**src/rtl/ipt_pkg.sv**
```systemverilog
// ----------------------------------------------------------------------------
// ipt_pkg: shared types and codes for the ipv4 prefix trie
// Operation and status codes, the queued request record and the sequencer
// state type.
// ----------------------------------------------------------------------------
package ipt_pkg;

  localparam int FIELD_W = 32;

  // operation codes on the input channel
  localparam logic [1:0] OP_INSERT = 2'd0;
  localparam logic [1:0] OP_DELETE = 2'd1;
  localparam logic [1:0] OP_FIND   = 2'd2;

  // status codes on the result channel
  localparam logic [1:0] STAT_OK   = 2'd0;
  localparam logic [1:0] STAT_BUSY = 2'd1;
  localparam logic [1:0] STAT_ERR  = 2'd2;

  typedef enum logic [1:0] {
    KIND_INSERT,
    KIND_DELETE,
    KIND_FIND,
    KIND_BAD
  } kind_t;

  typedef struct packed {
    kind_t               kind;
    logic [FIELD_W-1:0]  key;
    logic [FIELD_W-1:0]  mask;
    logic [FIELD_W-1:0]  value;
  } item_t;

  typedef enum logic [3:0] {
    ST_IDLE,
    ST_LOOK,
    ST_GRAB,
    ST_FREE,
    ST_MAKE,
    ST_LINK,
    ST_UP,
    ST_UNLINK,
    ST_DONE
  } st_t;

endpackage

```
**src/rtl/ipt_front.sv**
```systemverilog
// ----------------------------------------------------------------------------
// ipt_front: request intake
// Decodes the operation of each request and holds it in a two-entry queue
// until the trie sequencer takes it.
// ----------------------------------------------------------------------------
module ipt_front (
  input  logic                 clk,
  input  logic                 rst_n,
  input  logic                 in_valid,
  output logic                 in_stall,
  input  logic [1:0]           in_operation,
  input  logic [31:0]          in_key,
  input  logic [31:0]          in_prefix_mask,
  input  logic [31:0]          in_insert_value,
  output logic                 q_valid,
  output ipt_pkg::item_t       q_item,
  input  logic                 q_pop
);
  import ipt_pkg::*;

  item_t       slot_r [2];
  logic        wr_ptr_r, wr_ptr_nxt;
  logic        rd_ptr_r, rd_ptr_nxt;
  logic [1:0]  count_r, count_nxt;
  logic        push;
  logic        pop;
  item_t       incoming;

  // classify the operation code
  always_comb begin
    incoming.key   = in_key;
    incoming.mask  = in_prefix_mask;
    incoming.value = in_insert_value;
    unique case (in_operation)
      OP_INSERT: incoming.kind = KIND_INSERT;
      OP_DELETE: incoming.kind = KIND_DELETE;
      OP_FIND:   incoming.kind = KIND_FIND;
      default:   incoming.kind = KIND_BAD;
    endcase
  end

  assign in_stall = (count_r == 2'd2);
  assign push     = in_valid && !in_stall;
  assign q_valid  = (count_r != 2'd0);
  assign pop      = q_pop && q_valid;
  assign q_item   = slot_r[rd_ptr_r];

  // queue pointers
  always_comb begin
    wr_ptr_nxt = push ? !wr_ptr_r : wr_ptr_r;
    rd_ptr_nxt = pop ? !rd_ptr_r : rd_ptr_r;
    count_nxt  = count_r + 2'(push) - 2'(pop);
  end

  always_ff @(posedge clk) begin
    if (!rst_n) begin
      wr_ptr_r <= 1'b0;
      rd_ptr_r <= 1'b0;
      count_r  <= 2'd0;
    end else begin
      wr_ptr_r <= wr_ptr_nxt;
      rd_ptr_r <= rd_ptr_nxt;
      count_r  <= count_nxt;
    end
  end

  // queue storage
  always_ff @(posedge clk) begin
    if (push) begin
      slot_r[wr_ptr_r] <= incoming;
    end
  end

endmodule

```
**config.mk**
```make
export PLATFORM = sky130hd
export DESIGN_NAME = ipt_front
export DESIGN_NICKNAME = d
export VERILOG_FILES = /design/src/rtl/ipt_pkg.sv /design/src/rtl/ipt_front.sv
export SDC_FILE = /design/constraint.sdc
export NUM_CORES = 1
export LEC_CHECK = 0
export ABC_AREA = 1
export BUFFER_PORTS_ARGS = -buffer_cell sky130_fd_sc_hd__buf_2
export CAP_MARGIN = 30
export CORE_MARGIN = 3
export CORE_UTILIZATION = 52
export DETAILED_ROUTE_END_ITERATION = 8
export PLACE_DENSITY = 0.83
export SLEW_MARGIN = 20
export SYNTH_ARGS = -nofsm -noshare
export SYNTH_HDL_FRONTEND = slang
export SYNTH_SLANG_ARGS = --single-unit
```
**constraint.sdc**
```tcl
create_clock -name clk -period 6.7 [get_ports clk]
set_input_delay 1.34 -clock clk [delete_from_list [all_inputs] [get_ports clk]]
set_output_delay 1.34 -clock clk [all_outputs]
set_load 0.02 [all_outputs]
```
Word-level counts from Yosys, hierarchy flattened
Memories as Yosys holds them, arrays and structs flattened. A register that Yosys moved wholly into a read port is not among the register bits.
Cells that the tools add are included.
{"block": "word_totals", "register_bits": 4, "memories": 1, "elab_cells": 21, "ram_bits": 196, "input_bits": 102}
{"name": "slot_r", "words": 2, "word_bits": 98, "read_ports": 1, "rd_ports_with_merged_regs": 1, "wr": 1, "line_no": "ipt_front.sv:21", "rtl": "item_t slot_r [2];"}
{"block": "classes", "n_addsub": 2, "n_mux": 5, "n_reduce_logical": 7, "eq_ne": 3}
{"cell": "$pmux 2 s3", "count": 1}
{"cell": "$eq 2x2->1 const B", "count": 2}
{"cell": "$mux 1", "count": 4}
{"cell": "$logic_not 1->1", "count": 3}
{"cell": "$add 2x1->2", "count": 1}
{"cell": "$eq 2x1->1 const B", "count": 1}
{"cell": "$logic_and 1x1->1", "count": 2}
{"cell": "$logic_not 2->1", "count": 1}
{"cell": "$reduce_bool 2->1", "count": 1}
{"cell": "$sub 2x1->2", "count": 1}

Logic depth before layout (Yosys ltp)
{"block": "depth", "depth_word": 5, "mapped_depth": 11}

Worst setup path before layout
No wires, ideal clock.
{"block": "synth_path", "path_type": "in2reg", "start": "in in_valid", "end": "mem slot_r[0][0] (netlist bit) (enable)", "setup_slack_ns": 0.657, "arrival_time_ns": 5.488, "n_path_buf": 0, "setup_time_ns": 0.555, "t_required_ns": 6.145, "stages": 2, "path_cell_list": "nand2_1 nor2_1"}
{"block": "synth_via", "elab_chain_len": 3}
{"item": "start, declared", "line_no": "ipt_front.sv:9", "rtl": "input logic in_valid,"}
{"item": "$logic_and 1x1->1", "line_no": "ipt_front.sv:43", "rtl": "assign push = in_valid && !in_stall;"}
{"item": "$mux 1", "line_no": "ipt_front.sv:69", "rtl": "if (push) begin"}
{"item": "$mux 1 (implied by the code)", "line_no": "ipt_front.sv:70", "rtl": "slot_r[wr_ptr_r] <= incoming;"}
{"item": "end, declared", "line_no": "ipt_front.sv:21"}
Every way passes these cells.

==> summary.md <==
| Metric | Value |
|---|---|
| Compound-cell area share of the yosys netlist | `0.00135` |
| Cell with the largest stage delay on the worst path | `dfxtp_4` |
| Die Outline Area | `15700 µm²` |
| Num ports | `202` |
| Vias | `3882` |
| CP cell instances | `buf_4, mux2_2, buf_2` |
| Worst reg-to-reg path cell count | `5` |
| Gates resized, CTS repair | `0` |
| Core ar. | `13600 µm²` |
| Most frequent standard cell in the layout excluding fill and tap cells | `buf_2` |
| Number of antenna violations at the first check in global routing | `0` |
| Capturing element type of the critical path | `output pin` |
| Buffers inserted during post-CTS setup optimization | `0` |
| Highest ir drop seen on vdd | `328 µV` |
| Worst R2R Setup Slack | `4000 ps` |
| ANT cells | `0` |
| Average wire length per cell after detail routing | `17.8 µm` |
| Areal power density over the cells | `397 nW/µm²` |
| Antenna violation net count after detailed routing | `0` |
| Endpoint of the most critical register-to-register path | `slot_r[0][41]$_DFFE_PP_` |
| Post-DR vias/cell | `5.18` |
| Measured slew at the worst slew-check pin | `947 ps` |
| Vert. Die Dim | `125 µm` |
| Area grow syn2layout | `24.6%` |
| DIE WIDTH | `125 µm` |
| Post-synthesis net count | `449` |
| Simple logic cell fraction of the synthesized area | `0.0107` |
| Xor/xnor share of the synthesized area | `0` |
| Mean instance size in the synthesized netlist | `21.4 µm²` |
| Final worst path period share | `0.587` |
| Global-route usage over all layers | `0.169` |
| Worst-skew pair later-pin latency | `470 ps` |
| Net count reported at finish | `663` |
| CTS Buf Count | `21` |
| Startpoint of the tightest hold check path | `rd_ptr_r$_SDFFE_PN0P_` |
| Biggest fanout along the worst timing path | `51` |
| Post-CTS Hold Buffers | `0` |
| CTS tree | `done` |
| Post-synthesis register bit count | `201` |
| Worst slew slack as a fraction of its limit | `0.368` |
| Setup TNS Final | `0 ps` |
| Max Root-Sink Buffers | `3` |
| Total count of hold-check failures in the final report | `0` |
| Cell Area, Placed | `8570 µm²` |
| Number of levels in the clock H-tree | `1` |
| Longest individual stage delay on the worst path | `770 ps` |
| Run status | `completed` |
| DRC errors left | `0` |
| Number of max-slew violations in the final report | `0` |
| Clock input transition at the sequential cells of the worst setup and hold paths | `60 ps` |
| Multiplexer fraction of the synthesized cell area | `0.159` |
| Drt total wl | `13.4 mm` |
| Critical path start-end classification | `flop to output pin` |
| Type of the worst min-delay path | `flop to flop` |
| Number of global-route vias before repair | `4265` |
| Share of Yosys cell area claimed by the top area cell type | `0.795` |
| Required @ worst endpoint | `5360 ps` |
| Shortest period the worst path allows | `3930 ps` |
| Overflow left after global routing | `0` |
| Setup repair after global routing missed its margin | `no` |
| Layout cell share with drive strength beyond 1 | `0.579` |
| Number of distinct standard cells referenced by the synthesized netlist | `13` |
| CTS sink count | `201` |
| Total leakage power | `0.00353 µW` |
| HPWL reported at the end of detailed placement | `9.06 mm` |
| Cells after synthesis | `345` |
| Count of synthesis-stage warnings from yosys | `0` |
| Global placement routability congestion | `0.721` |
| Sequential area share after synthesis | `0.809` |
| Drt initial violations | `252` |
| Library cell occupying the most area in the post-synthesis netlist | `edfxtp_1` |
| Area of all placed cells without fillers | `9220 µm²` |
| Initial core utilization | `0.546` |
| Top library cells by usage in the layout, fill and taps aside | `buf_2, edfxtp_1, mux2_2, clkbuf_16, mux2_4` |
| Largest family of logic cells by synthesized area | `multiplexers` |
| Wire length of the first global-routing pass | `21.5 mm` |
| Maximum number of pins on one net before global-route repair | `71` |
| # rows | `42` |
| Clock Skew | `12.4 ps` |
| Top cells by area in the synthesized netlist | `edfxtp_1, mux2_2, mux2_4` |
| Launch point of the worst reg-to-reg path | `count_r[0]$_SDFF_PN0_` |
| Worst setup SP type | `flop` |
| Final setup violating endpoints | `0` |
| Post-Synthesis Cell Area | `7400 µm²` |
| Number of violations of the max-capacitance limit | `0` |
| Root Buffer Master | `clkbuf_16` |
| Share of synthesized cell area in full adder, half adder and majority cells | `0.00338` |
| Total iterations of the first detailed-routing run | `4` |
| CP arrival | `2590 ps` |
| Buffers on Ports | `201` |
| Peak clock frequency supported by timing | `254 MHz` |
| Cell depth of the worst min-delay path | `2` |
-- routing by layer --
layer  vias up  GRT usage  part of all wire
met3        22     0.0461             0.091
met5         -          0                 0
li1       1766          -                 -
met1      1919      0.206              0.38
met4         0     0.0434             0.021
met2       175      0.302              0.51
-- worst max-delay path, delay by kind of cell, from the launching register on --
kind	cells	cell delay, ps
buffers and inverters	2	870
flip-flops	1	770
multiplexers	1	430
-- per-stage QoR --
stage / total power, µW / util / hold WS (ps) / instances / setup WS [ps]
3_3_place_gp: 2600 / 0.632 / 485 / 712 / 3230
3_5_place_dp: 2630 / 0.632 / 501 / 712 / 3140
2_1_floorplan: 2350 / - / 467 / 345 / 657
4_1_cts: 3710 / 0.680 / 516 / 749 / 2730
5_1_grt: 3830 / 0.680 / 562 / 749 / 2600
6_report: 3660 / 0.680 / 524 / 749 / 2770
-- power by group --
part / switching, µW / total (µW) / internal (µW)
sequential: 77.1 / 1680 / 1600
clock: 420 / 1070 / 653
combinational: 547 / 915 / 368
total: 1040 / 3660 / 2620
-- kinds of logic after synthesis --
family | after synthesis
multiplexers | 98
buffers and inverters | 22
AND/OR/NAND/NOR | 20
adder cells (fa/ha/maj) | 2
AO/OA/AOI/OAI | 2
flip-flops | 201
-- how the worst max path moves through the flow --
stage / start / to / slack [ps]
final: flop / q_item[97] / 2770
after detailed placement: in_valid / slot_r[0][80]$_DFFE_PP_ / 3140
after CTS: flop / q_item[97] / 2730
after floorplan: in_valid / slot_r[0][0]$_DFFE_PP_ / 660
after global placement: in_valid / slot_r[0][85]$_DFFE_PP_ / 3230
after global routing: flop / q_item[97] / 2600
-- synth_stat cells --
cell type,number
buf_6,4
mux2_2,78
nand3_1,3
nand2_1,9
mux2_4,20
a21oi_1,2
buf_2,7
edfxtp_1,196
dfxtp_1,5
clkbuf_1,2
inv_1,9
nor2_1,8
ha_1,2
-- state kept, by name, summed over array words and instances (netlist names), named ones only --
signal / flops
count_r: 2
slot_r: 196
rd_ptr_r: 1
wr_ptr_r: 1
-- cell type report --
type | count | area, µm²
inverter | 9 | 36.3
clock inverter | 9 | 91.3
clock buffer | 28 | 552
multi-input combinational | 122 | 1300
fill | 889 | 4340
timing repair buffer | 204 | 1030
sequential | 201 | 5990
tap | 176 | 220
Note: power is estimated with default switching activity, not from simulation.
